==> src/hw/rtl/knn_pkg.sv <==
`timescale 1ns / 1ps
// ----------------------------------------------------------------------------
// knn_pkg
// shared constants and types for the nearest neighbor selector
// ----------------------------------------------------------------------------
package knn_pkg;

   localparam int MaxNeighborsDefault = 32;
   localparam int OffsetWidthDefault  = 24;
   localparam int IdWidth             = 20;
   localparam int InOffsetWidth       = 24;
   localparam int DistSqWidth         = 49;
   localparam int CutoffWidth         = 48;
   localparam int DistWidth           = 24;
   localparam int RankWidth           = 6;
   localparam int CountWidth          = 7;
   localparam int CsrIndexWidth       = 1;
   localparam int CsrDataWidth        = 48;
   localparam int QueueDepth          = 2;

   localparam logic [CsrIndexWidth-1:0] CsrCutoff  = 1'b0;
   localparam logic [CsrIndexWidth-1:0] CsrExclude = 1'b1;

   // classified candidate passed from front to back
   typedef struct packed {
      logic                   start;
      logic                   final_c;
      logic                   use_c;
      logic                   below_cut;
      logic [IdWidth-1:0]     id;
      logic [DistSqWidth-1:0] dist_sq;
   } cand_type;

endpackage

==> src/hw/rtl/knn_queue.sv <==
`timescale 1ns / 1ps
// ----------------------------------------------------------------------------
// knn_queue
// short register queue between front and back
// ----------------------------------------------------------------------------
module knn_queue (
   input  logic              clock,
   input  logic              reset,
   input  logic              wr_en,
   input  knn_pkg::cand_type wr_data,
   output logic              full,
   output logic              almost_full,
   input  logic              rd_en,
   output logic              not_empty,
   output knn_pkg::cand_type rd_data
);
   import knn_pkg::*;

   localparam int PtrWidth = $clog2(QueueDepth);

   cand_type mem_ff [QueueDepth];
   logic [PtrWidth-1:0] wp_ff, rp_ff;
   logic [PtrWidth:0] cnt_ff;

   // pointers and fill count
   always_ff @(posedge clock) begin
      if (reset) begin
         wp_ff  <= '0;
         rp_ff  <= '0;
         cnt_ff <= '0;
      end else begin
         if (wr_en) wp_ff <= wp_ff + 1'b1;
         if (rd_en) rp_ff <= rp_ff + 1'b1;
         cnt_ff <= cnt_ff + (PtrWidth+1)'(wr_en) - (PtrWidth+1)'(rd_en);
      end
      if (wr_en) mem_ff[wp_ff] <= wr_data;
   end

   assign full        = cnt_ff == (PtrWidth+1)'(QueueDepth);
   assign almost_full = cnt_ff >= (PtrWidth+1)'(QueueDepth - 1);
   assign not_empty   = cnt_ff != '0;
   assign rd_data     = mem_ff[rp_ff];

endmodule

==> config.mk <==
export PLATFORM = sky130hd
export DESIGN_NAME = knn_queue
export DESIGN_NICKNAME = d
export VERILOG_FILES = /design/src/hw/rtl/knn_pkg.sv /design/src/hw/rtl/knn_queue.sv
export SDC_FILE = /design/constraint.sdc
export NUM_CORES = 1
export LEC_CHECK = 0
export BUFFER_PORTS_ARGS = -buffer_cell sky130_fd_sc_hd__clkbuf_2
export CORE_MARGIN = 4
export CORE_UTILIZATION = 40
export DETAILED_ROUTE_END_ITERATION = 12
export SYNTH_ARGS = -nofsm -noshare
export SYNTH_HDL_FRONTEND = slang
export SYNTH_SLANG_ARGS = --single-unit
==> constraint.sdc <==
create_clock -name clock -period 6.1 [get_ports clock]
set_input_delay 1.22 -clock clock [delete_from_list [all_inputs] [get_ports clock]]
set_output_delay 1.22 -clock clock [all_outputs]
set_load 0.02 [all_outputs]
; ---- Word-level counts from Yosys, hierarchy flattened
; Memories as Yosys holds them, arrays and structs flattened. A register that Yosys moved wholly into a read port is not among the register bits.
; Cells that the tools add are included.
[word_totals]
ff_bits = 4
ramBits = 146
in_bits = 77
output_inout_bits = 76
elab_cells = 15
mem_count = 1
[mem_list]
columns = memory, depth, width, rd, rd_ports_with_merged_regs, write_ports, line_no
row1 = mem_ff, 2, 73, 1, 1, 1, knn_queue.sv:21  ; cand_type mem_ff [QueueDepth];
[classes]
addsub = 4
magnitude_cmp = 1
eq_ne = 1
muxes = 4
reduce_logical = 1
[ops]
columns = op, count
row1 = $mux 1, 4
row2 = $add 1x1->1 const B, 2
row3 = $add 2x1->2, 1
row4 = $eq 2x2->1 const B, 1
row5 = $ge 2x1->1 const B, 1
row6 = $reduce_bool 2->1, 1
row7 = $sub 2x1->2, 1

; ---- Depth between registers and ports, before layout
[depth]
word_depth = 3
mapped_depth = 6
depth_no_buf = 6

; ---- Least setup slack after synthesis
; No wires, ideal clock.
[synth_timing]
path_type = input -> register
start = input wr_en
end = memory mem_ff[0][0] (netlist name) (enable)
setup_time_ns = 0.513
t_arrival_ns = 4.419
t_required_ns = 5.587
path_slack_ns = 1.168
path_stages = 1
path_buffers = 0
cell_sequence = nor2b_1
[synth_via]
elab_chain_cells = 2
[synth_lines]
columns = item, line_no
row1 = from (decl), knn_queue.sv:9  ; input logic wr_en,
row2 = $mux 1, knn_queue.sv:36  ; if (wr_en) mem_ff[wp_ff] <= wr_data;
row3 = $mux 1 (implied by the code), knn_queue.sv:36
row4 = to (decl), knn_queue.sv:21
; No other way between the ends.

==> run summary <==
- **run status** complete, no violations
- **CTS max path bufs** 2
- **average footprint of a synthesized cell** 23.5 um2
- **adder and majority gate portion of the synthesized area** 0.428%
- **standard cell core area** 14,100 um2
- **Final Skew** 0.00368 ns
- **termination of the worst setup path** rd_data[15]
- **total global routing track utilization** 13.0%
- **post-route cell area** 7270 um2
- **dominant combinational cell family by area after synthesis** multiplexers
- **compound-cell area share of the yosys netlist** 0%
- **final weighted congestion in routability-driven placement** 0.681
- **logic gate share of total power** 12.7%
- **antenna violations before repair** 0
- **total clock sinks** 151
- **unrepaired setup endpoints after global routing** no
- **Congestion Overflow GR** 0
- **via count of the first global-routing pass** 3,014
- **via count normalized by instance count** 4.63
- **largest net degree at the start of global routing** 74
- **Num CTS Buffers** 17
- **XOR/XNOR Fraction of Synth Area** 0.685%
- **Iteration-0 DRC Markers** 165
- **reg2reg start** wp_ff
- **synthesis-to-layout area growth** 24.3%
- **placement-stage worst setup slack** 2.67 ns
- **Worst setup EP type** primary output
- **worst slack on hold paths** 0.516 ns
- **number of warnings reported in the yosys synthesis log** 0
- **critical path buffer and inverter count** 2
- **number of iterations in the first detailed-routing pass** 4
- **clock power share** 38.8%
- **share of cells above drive strength 1** 60.1%
- **cell-by-cell listing of the critical path** buf_4, mux2_4, clkbuf_2
- **slowest cell on the critical path** sky130_fd_sc_hd__dfxtp_4
- **vias post-DR** 2,797
- **relative contribution of sequential cells to total power** 48.5%
- **Leak Pwr** 2.93 nW
- **reported net switching power** 0.000577 W
- **post-detailed-route DRC marker count** 0
- **instance count of the mapped netlist** 249
- **P per Cell Area** 354 nW/um2
- **maximum vdd ir drop** 0.202 mV
- **class of the most critical setup path** reg -> out
- **post-synth cell types** 15
- **Power Internal** 0.00200 W
- **Worst EP arrival** 2.49 ns
- **post-synthesis mux area share** 18.6%
- **post-route setup TNS** 0 ns
- **Worst Max-Slew Pin Slew** 1.24 ns
- **crit start category** flip-flop
- **DIE AREA** 16,600 um2
- **clock tree from TritonCTS** done
- **die boundary width** 129 um
- **post-CTS resize count** 0
- **minimum setup slack in the final design** 2.39 ns
- **FF-to-FF path depth** 2
- **CTS Hold Buffers Added** 0
- **post-layout minimum cycle time** 3.71 ns
- **number of nets in the finished design** 492
- **capture instance of the worst register-to-register path** mem_ff[0][37]
- **Slew headroom** 17.2%
- **synthesized net count** 328
- **final core area utilization** 51.6%
- **Post-DP Area** 6700 um2
- **post-synthesis simple-gate area fraction** 0.792%
- **switching fraction of total power** 22.4%
- **Hold Crit Class** reg -> reg
- **FF+latch count, synth** 151
- **final antenna diode count** 0
- **Fillers** 1,166
- **Clock transition at path regs** 0.06 ns
- **clock latency on the worst-skew pair** 0.41 ns
- **slack of the worst reg-to-reg path** 3.84 ns
- **Initial Utilization** 41.5%
- **Worst Path Required** 4.88 ns
- **standard-cell rows** 43
- **drt wl/cell** 17.1 um
- **final number of hold-violating endpoints** 0
- **post-CTS setup buffers** 0
- **global-route wire length before repair** 15.8 mm
- **setup-violating endpoint count in the final report** 0
- **synthesized cell area** 5850 um2
- **largest fanout on the critical path** 48
- **family with the most delay on the worst path** flip-flops
- **ratio of final minimum period to clock period** 60.8%
- **portion of the post-synthesis area used by sequential elements** 76.7%
- **Routed WL** 10.3 mm
- **number of pins with negative max-slew slack in the final report** 0
- **vertical extent of the die** 129 um
- **Max Fclk** 270 MHz
- **number of stages on the worst setup path** 3
- **num ports** 153
- **count of nets left with antenna violations after detail routing** 0
- **Max stage delay on crit path** 0.95 ns
- **Detail Placement HPWL** 6.90 mm
- **max-capacitance violation count** 0
- **CTS root buf** sky130_fd_sc_hd__clkbuf_16
- **number of H-tree levels** 4
- **Port Buffers** 152
through the flow:
| stage | power (W) | instances |
|---|---|---|
| 2_1_floorplan | 0.00151 | 249 |
| 3_3_place_gp | 0.00160 | 574 |
| 3_5_place_dp | 0.00160 | 574 |
| 4_1_cts | 0.00261 | 604 |
| 5_1_grt | 0.00268 | 604 |
| 6_report | 0.00257 | 604 |
state kept, by name (all words and copies together), names as in the netlist, named ones only:
name,flops
cnt_ff,2
wp_ff,1
rp_ff,1
mem_ff,146
metal layers:
metal  track usage (%)  vias up  wire [um]
li1                  -     1306          -
met1              14.7     1369       4070
met2              21.2      104       5220
met3              5.11       18        789
met4              6.73        0        257
met5                 0        -          0
worst min-delay path, cell delays in order, from the launching register on:
cell	delay (ns)
sky130_fd_sc_hd__dfxtp_1	0.32
sky130_fd_sc_hd__xnor2_1	0.08
sky130_fd_sc_hd__nor2_1	0.07
cell type report:
type / count / area (um2) / area share (%)
inverters: 2 / 7.51 / 0.103
clock buffers: 19 / 433 / 5.96
flip-flops and latches: 151 / 4490 / 61.7
well taps: 180 / 225 / 3.10
repair buffers: 154 / 776 / 10.7
clock inverters: 11 / 134 / 1.84
multi-input cells: 87 / 1210 / 16.6
layout by cell type (no fill, tap or decap):
master	instances
sky130_fd_sc_hd__or2_2	1
sky130_fd_sc_hd__buf_4	2
sky130_fd_sc_hd__nor2b_4	1
sky130_fd_sc_hd__dfxtp_4	1
sky130_fd_sc_hd__inv_1	2
sky130_fd_sc_hd__clkinv_1	4
sky130_fd_sc_hd__clkbuf_2	152
sky130_fd_sc_hd__clkinv_2	1
sky130_fd_sc_hd__nor2_1	4
sky130_fd_sc_hd__bufinv_16	3
sky130_fd_sc_hd__nor2b_1	2
sky130_fd_sc_hd__and2_4	1
sky130_fd_sc_hd__mux2_4	70
sky130_fd_sc_hd__xnor3_1	1
sky130_fd_sc_hd__clkbuf_16	17
sky130_fd_sc_hd__mux2_2	3
sky130_fd_sc_hd__clkinv_4	1
sky130_fd_sc_hd__edfxtp_1	146
sky130_fd_sc_hd__ha_1	2
sky130_fd_sc_hd__clkinvlp_4	2
sky130_fd_sc_hd__xnor2_1	2
sky130_fd_sc_hd__dfxtp_1	4
sky130_fd_sc_hd__clkbuf_1	2
power by group through the flow:
| stage | clock network (W) | logic (W) | registers, W |
|---|---|---|---|
| 2_1_floorplan | 0 | 0.000257 | 0.00125 |
| 3_3_place_gp | 0 | 0.000330 | 0.00127 |
| 3_5_place_dp | 0 | 0.000334 | 0.00127 |
| 4_1_cts | 0.00103 | 0.000335 | 0.00125 |
| 5_1_grt | 0.00108 | 0.000350 | 0.00125 |
| 6_report | 0.00100 | 0.000327 | 0.00125 |
synth_stat cells (all sizes together):
| library cell | count | area, um2 |
|---|---|---|
| inv | 2 | 7.51 |
| nor2b | 3 | 18.8 |
| mux2 | 73 | 1080 |
| buf | 9 | 159 |
| ha | 2 | 25.0 |
| dfxtp | 5 | 100 |
| xnor3 | 1 | 22.5 |
| and2 | 1 | 6.26 |
| or2 | 1 | 6.26 |
| xnor2 | 2 | 17.5 |
| nor2 | 4 | 15.0 |
| edfxtp | 146 | 4380 |
logic make-up after synthesis:
family / after synthesis
buffers and inverters: 11
adder cells (fa/ha/maj): 2
XOR/XNOR: 3
AND/OR/NAND/NOR: 9
flip-flops: 151
multiplexers: 73
how the worst min path moves through the flow:
stage,from,to,slack [ns],depth (start not counted)
finish,rp_ff,flip-flop,0.52,2
global route,rp_ff,rp_ff,0.55,2
CTS,rp_ff,flip-flop,0.52,2
detailed placement,rp_ff,flip-flop,0.50,2
global placement,rp_ff,rp_ff,0.50,2
floorplan,rp_ff,flip-flop,0.48,2
Note: power is estimated with default switching activity, not from simulation.
