===== src/hw/rtl/knn_pkg.sv =====
`timescale 1ns / 1ps
// ----------------------------------------------------------------------------
// knn_pkg
// shared constants and types for the nearest neighbor selector
// ----------------------------------------------------------------------------
package knn_pkg;

   localparam int MaxNeighborsDefault = 32;
   localparam int OffsetWidthDefault  = 24;
   localparam int IdWidth             = 20;
   localparam int InOffsetWidth       = 24;
   localparam int DistSqWidth         = 49;
   localparam int CutoffWidth         = 48;
   localparam int DistWidth           = 24;
   localparam int RankWidth           = 6;
   localparam int CountWidth          = 7;
   localparam int CsrIndexWidth       = 1;
   localparam int CsrDataWidth        = 48;
   localparam int QueueDepth          = 2;

   localparam logic [CsrIndexWidth-1:0] CsrCutoff  = 1'b0;
   localparam logic [CsrIndexWidth-1:0] CsrExclude = 1'b1;

   // classified candidate passed from front to back
   typedef struct packed {
      logic                   start;
      logic                   final_c;
      logic                   use_c;
      logic                   below_cut;
      logic [IdWidth-1:0]     id;
      logic [DistSqWidth-1:0] dist_sq;
   } cand_type;

endpackage


===== src/hw/rtl/knn_front.sv =====
`timescale 1ns / 1ps
// ----------------------------------------------------------------------------
// knn_front
// squares the offsets, then sums and classifies each request, over two stages
// ----------------------------------------------------------------------------
module knn_front #(
   parameter int OFFSET_WIDTH = knn_pkg::OffsetWidthDefault
) (
   input  logic                                clock,
   input  logic                                reset,
   input  logic                                in_valid,
   input  logic                                start_req,
   input  logic [knn_pkg::IdWidth-1:0]         query_id,
   input  logic [knn_pkg::IdWidth-1:0]         candidate_id,
   input  logic signed [knn_pkg::InOffsetWidth-1:0] dx,
   input  logic signed [knn_pkg::InOffsetWidth-1:0] dy,
   input  logic signed [knn_pkg::InOffsetWidth-1:0] dz,
   input  logic                                final_candidate,
   input  logic [knn_pkg::CutoffWidth-1:0]     cutoff_sq,
   input  logic                                exclude_self,
   input  logic                                stall,
   output logic                                out_valid,
   output knn_pkg::cand_type                   out_cand
);
   import knn_pkg::*;

   localparam int SqWidth = 2 * OFFSET_WIDTH;

   logic signed [OFFSET_WIDTH-1:0] x_s, y_s, z_s;
   logic [SqWidth-1:0] xx_ff, yy_ff, zz_ff;
   logic v1_ff, st1_ff, fin1_ff, use1_ff;
   logic [IdWidth-1:0] id1_ff;
   logic [DistSqWidth-1:0] sum_s;
   logic v2_ff;
   cand_type c2_ff;

   assign x_s = dx[OFFSET_WIDTH-1:0];
   assign y_s = dy[OFFSET_WIDTH-1:0];
   assign z_s = dz[OFFSET_WIDTH-1:0];

   assign sum_s = DistSqWidth'(xx_ff) + DistSqWidth'(yy_ff) + DistSqWidth'(zz_ff);

   // stage one: squares, stage two: sum and cutoff compare
   always_ff @(posedge clock) begin
      if (reset) begin
         v1_ff <= 1'b0;
         v2_ff <= 1'b0;
      end else if (!stall) begin
         v1_ff <= in_valid;
         v2_ff <= v1_ff;
      end
      if (!stall) begin
         xx_ff   <= SqWidth'(x_s * x_s);
         yy_ff   <= SqWidth'(y_s * y_s);
         zz_ff   <= SqWidth'(z_s * z_s);
         st1_ff  <= start_req;
         fin1_ff <= final_candidate;
         use1_ff <= !(exclude_self && candidate_id == query_id);
         id1_ff  <= candidate_id;
         c2_ff.start     <= st1_ff;
         c2_ff.final_c   <= fin1_ff;
         c2_ff.use_c     <= use1_ff;
         c2_ff.id        <= id1_ff;
         c2_ff.dist_sq   <= sum_s;
         c2_ff.below_cut <= sum_s < DistSqWidth'(cutoff_sq);
      end
   end

   assign out_valid = v2_ff;
   assign out_cand  = c2_ff;

endmodule


===== config.mk =====
export PLATFORM = sky130hd
export DESIGN_NAME = knn_front
export DESIGN_NICKNAME = d
export VERILOG_FILES = /design/src/hw/rtl/knn_pkg.sv /design/src/hw/rtl/knn_front.sv
export SDC_FILE = /design/constraint.sdc
export NUM_CORES = 2
export LEC_CHECK = 0
export ABC_AREA = 0
export ABC_CLOCK_PERIOD_IN_PS = 17100
export BUFFER_PORTS_ARGS = -buffer_cell sky130_fd_sc_hd__buf_4
export CORE_ASPECT_RATIO = 1.2
export CORE_MARGIN = 2
export CORE_UTILIZATION = 35
export DETAILED_ROUTE_END_ITERATION = 12
export GPL_ROUTABILITY_DRIVEN = 1
export GPL_TIMING_DRIVEN = 1
export HOLD_SLACK_MARGIN = 0.03
export PLACE_DENSITY = 0.5
export REMOVE_ABC_BUFFERS = 1
export SLEW_MARGIN = 5
export SYNTH_ARGS = -nofsm -noshare
export SYNTH_HDL_FRONTEND = slang
export SYNTH_SLANG_ARGS = --single-unit

===== constraint.sdc =====
create_clock -name clock -period 17.1 [get_ports clock]
set_input_delay 1.71 -clock clock [delete_from_list [all_inputs] [get_ports clock]]
set_output_delay 1.71 -clock clock [all_outputs]
set_load 0.03 [all_outputs]

==> Yosys cells after proc, flatten, opt, wreduce, memory -nomap -nowiden <==
Index checks and enable logic that the tools add are counted.
{ "classes": {"addsub": 2, "multipliers": 3, "magnitude_cmp": 1, "n_eq_ne": 1, "n_reduce_logical": 2} }
{ "ops": {"columns": ["operator", "n"], "rows": [
  ["$mul A24 B24 Y48", 3],
  ["$add A48 B48 Y49", 1],
  ["$add A49 B48 Y49", 1],
  ["$lt A49 B48 Y1", 1],
  ["$eq A20 B20 Y1", 1],
  ["$logic_and A1 B1 Y1", 1],
  ["$logic_not A1 Y1", 1]
]} }
{ "word_totals": {"ff_bits": 242, "wordCells": 24} }

==> Longest topological paths before layout <==
{ "depth": {"depth_word": 3, "mapped_depth": 28, "mapped_depth_nobuf": 27} }

==> Worst setup path after synthesis <==
Ideal clock, no wire load.
{ "synth_timing": {"kind": "in2reg", "startpoint": "input port dy[1] in the netlist's numbering", "endpoint": "register yy_ff[44], data pin", "setup_ps": 270, "arrival_time_ps": 8129, "required_time_ps": 16830, "path_slack_ps": 8701, "path_stages": 27, "path_buffers": 3, "cell_sequence": "clkbuf_1 clkbuf_1 nand2_1 fa_1 fa_1 inv_1 fa_1 inv_1 fa_1 inv_1 fa_1 fa_1 inv_1 fa_1 inv_1 ha_1 buf_2 and3_1 and2_1 a221oi_1 and3_1 a211o_1 a211o_2 o31ai_4 o31ai_1 mux2i_1 o211ai_1"} }
{ "synth_via": {"elab_chain_len": 1} }
{ "synth_lines": {"columns": ["item", "line", "rtl"], "rows": [
  ["from (decl)", "knn_front.sv:16", "input logic signed [knn_pkg::InOffsetWidth-1:0] dy,"],
  ["$mul A24 B24 Y48", "knn_front.sv:54", "yy_ff <= SqWidth'(y_s * y_s);"],
  ["to (signal assigned)", "knn_front.sv:54", null],
  ["to (decl)", "knn_front.sv:30", "logic [SqWidth-1:0] xx_ff, yy_ff, zz_ff;"]
]} }
Every way passes these cells.
A chain may end at the register's enable or synchronous reset.

==> Worst setup path in the final report <==
{ "layout_timing": {"startpoint": "input port dz[23] in the netlist's numbering", "endpoint": "register zz_ff[45], data pin"} }
{ "layout_via": {"elab_chain_len": 1} }
{ "layout_lines": {"columns": ["item", "line", "rtl"], "rows": [
  ["from (decl)", "knn_front.sv:17", "input logic signed [knn_pkg::InOffsetWidth-1:0] dz,"],
  ["$mul A24 B24 Y48", "knn_front.sv:55", "zz_ff <= SqWidth'(z_s * z_s);"],
  ["to (signal assigned)", "knn_front.sv:55", null],
  ["to (decl)", "knn_front.sv:30", null]
]} }
Every way passes these cells.

==> flow_metrics.py <==
metrics = {
    "floorplanning": {
        "die_w_um": 409.0,
        "rows": 178,
        "start_util_pct": 35.19,
        "die_h_um": 490.0,
        "die_area_mm2": 0.2004,
        "io_pins": 241,
        "core_area_mm2": 0.1958,
    },
    "synth": {
        "async_flop_share_pct": 0,
        "postSynthCellCount": 6864,
        "synth_top_area_cell": "fa_1",
        "yosysUniqueCellTypes": 84,
        "synth_edf_count": 237,
        "syn_area_mm2": 0.06888,
        "ys_ff_latch": 239,
        "dominantRegCellSynth": "edfxtp_1",
        "synth.top_cells.by_area": "fa_1 (50%), inv_1 (11%), edfxtp_1 (10%)",
        "ys_warn_count": 0,
        "yosysTopAreaCellShare_pct": 49.78,
        "ys_seq_area_share_pct": 10.39,
        "avgSynthCellArea_um2": 10.04,
    },
    "clock_tree": {
        "cts_root_buffer": "clkbuf_16",
        "clk_pin_slew_ns": 0.06,
        "cts.htree.levels": 1,
        "clkSinkCount": 239,
        "cts_buffer_depth": 3,
        "holdBufCountCts": 0,
        "cts_setup_buffers": 0,
        "cts_made_buffers": 29,
        "cts_tree": "yes",
        "clkLatencyLatePin_ns": 0.61,
        "cts_resized": 0,
    },
    "routing": {
        "ant_nets": 0,
        "avgViaCountPerCell": 4.700,
        "wirelength_um": 177000,
        "drc": 0,
        "route.vias.total": 45080,
        "drt_iter0_drc": 2172,
        "dr.pass1.iters": 8,
        "routedWlPerCell_um": 18.45,
    },
    "sta": {
        "tightest_slew_ns": 0.9551,
        "hold_violations": 0,
        "period_minus_slack_ns": 8.659,
        "slew_violations": 0,
        "worst_slew_margin_rel_pct": 36.33,
        "setup_tns_ns": 0,
        "clock.fmax_mhz": 115.5,
        "grt_setup_unrepaired": "no",
        "fin_crit_sh_pct": 50.64,
        "setup_violations": 0,
        "finalClockSkew_ns": 0.02472,
    },
    "grt": {
        "grt_pass1_wl_um": 282800,
        "met3_usage_pct": 1.415,
        "met2_usage_pct": 33.79,
        "grt_pass1_vias": 50670,
        "antenna_found_initial": 5,
        "busiest_layer": "met2",
        "use_met1_pct": 22.76,
        "grt_overflow": 0,
        "grt.total_usage_pct": 18.13,
        "grt_max_degree": 105,
    },
    "worst_setup_path": {
        "end_kind": "flip-flop",
        "critPathKind": "in -> reg",
        "cp-start-kind": "primary input",
        "critPathArrivalTime_ns": 9.01,
        "cp_max_fo": 47,
        "cp_data_required_time_ns": 17.45,
    },
    "cells_and_area": {
        "synthToLayoutAreaGrowth_pct": 7.961,
        "layout-drive-gt1-share_pct": 4.699,
        "layout.nets": 9371,
        "utilization_pct": 37.99,
        "final_cell_area_mm2": 0.07437,
    },
    "placed_design": {
        "portBuffers": 240,
        "dp_hpwl_um": 150100,
        "place.gp.congestion": 0.8722,
        "placed_area_mm2": 0.07330,
    },
    "flow_run": {
        "drv_cap": 0,
    },
    "run_status": {
        "status": "complete, no violations",
    },
    "hold_path": {
        "hold_path_class": "reg -> reg",
    },
}
cell usage after synthesis, drive strengths merged (5+ instances only):
cell type  number
a21o          130
o21bai         17
ha            533
and3           17
a2111oi         5
clkbuf        178
nor2b          69
o21a           33
nor3           22
o31ai          14
o21ai          86
a211oi         18
a21oi         166
and2          299
nor4            8
a22oi           5
a21boi          9
nor2          140
nand2         624
a31oi          26
mux2i           7
fa           1713
xnor2         169
edfxtp        237
nand2b         40
a221oi          9
o211ai         12
a211o           9
inv          2061
and4            9
nand3          32
nand4          31
xor2           70
cell families after synthesis:
logic type | share of synthesized area [%]
AOI/OAI and AO/OA | 5.607
and+or+nand+nor | 9.124
buffers and inverters | 12.21
adders and majority gates | 59.47
xor gates and xnor gates | 3.039
DFF | 10.39
muxes | 0.1508
other | 0.01090
registers in the layout, indices dropped and copies added, names as in the netlist:
name	count
st1_ff	1
xx_ff	47
use1_ff	1
v1_ff	1
out_cand	73
out_valid	1
id1_ff	20
zz_ff	47
yy_ff	47
fin1_ff	1
worst paths after layout:
kind | start | endpoint | slack [ns] | cells after the start
worst max-delay path | dz[23] | zz_ff[45] | 8.44 | 25
worst min-delay path | id1_ff[10] | out_cand[59] | 0.42 | 0
worst max register to register | xx_ff[4] | out_cand[69] | 10.96 | 22
worst min register to register | id1_ff[10] | out_cand[59] | 0.42 | 0
cells in the final DEF, fill, tap and decap left out, types with 17 or more instances in the layout:
cell type and n:
inv_1 2060, edfxtp_1 237, nand2b_1 40, xor2_1 70
nand2_1 624, nor2_1 139, o21a_1 33, o21ai_0 80
xnor2_1 169, and2_1 299, a21oi_1 162, nand3_1 32
a21o_1 130, nand4_1 31, fa_1 1713, and3_1 17
o21bai_1 17, a31oi_1 26, buf_4 242, ha_1 533
nor3_1 22, nor2b_1 69, clkbuf_16 29
metrics by stage:
stage                     std cells  hold WS (ns)  setup slack [ns]
after floorplan                6685        0.4003             9.063
after global placement         9537        0.4007             7.954
after detailed placement       9537        0.4045             7.854
after CTS                      9590        0.4200             8.484
after global routing           9590        0.4257             7.929
final                          9591        0.4188             8.441
worst max-delay path, cell delays in order:
cell and delay, ns:
buf_4 0.26, nand2_1 0.25, inv_1 0.09, fa_1 0.64
inv_1 0.14, fa_1 0.86, inv_1 0.21, fa_1 0.49
fa_1 0.46, fa_1 0.51, fa_1 0.55, inv_1 0.05
fa_1 0.47, inv_1 0.04, ha_1 0.37, a21oi_1 0.19
nor2b_1 0.06, a2111oi_0 0.41, nand2_1 0.10, nor2_1 0.14
a21oi_2 0.11, a211oi_1 0.39, nor3_1 0.13, a41oi_1 0.26
xnor2_1 0.10
final cells by class:
class | instances | area, um2
Timing Repair Buffer | 242 | 1817
Clock inverter | 24 | 339.1
Fill cell | 19610 | 121400
Tap cell | 2610 | 3266
Inverter | 2061 | 7744
Sequential cell | 239 | 7157
Clock buffer | 29 | 725.7
Antenna cell | 1 | 2.502
Multi-Input combinational cell | 4385 | 53320
routing by layer:
| metal | routed length (um) | share of wire (%) |
|---|---|---|
| met1 | 71430 | 40 |
| met2 | 95040 | 54 |
| met3 | 6094 | 3.4 |
| met4 | 4367 | 2.5 |
| met5 | 30 | 0.017 |
Power is left out: the tool's default activity adds up to more than one toggle a clock period on the data nets, which glitch-free logic cannot reach.
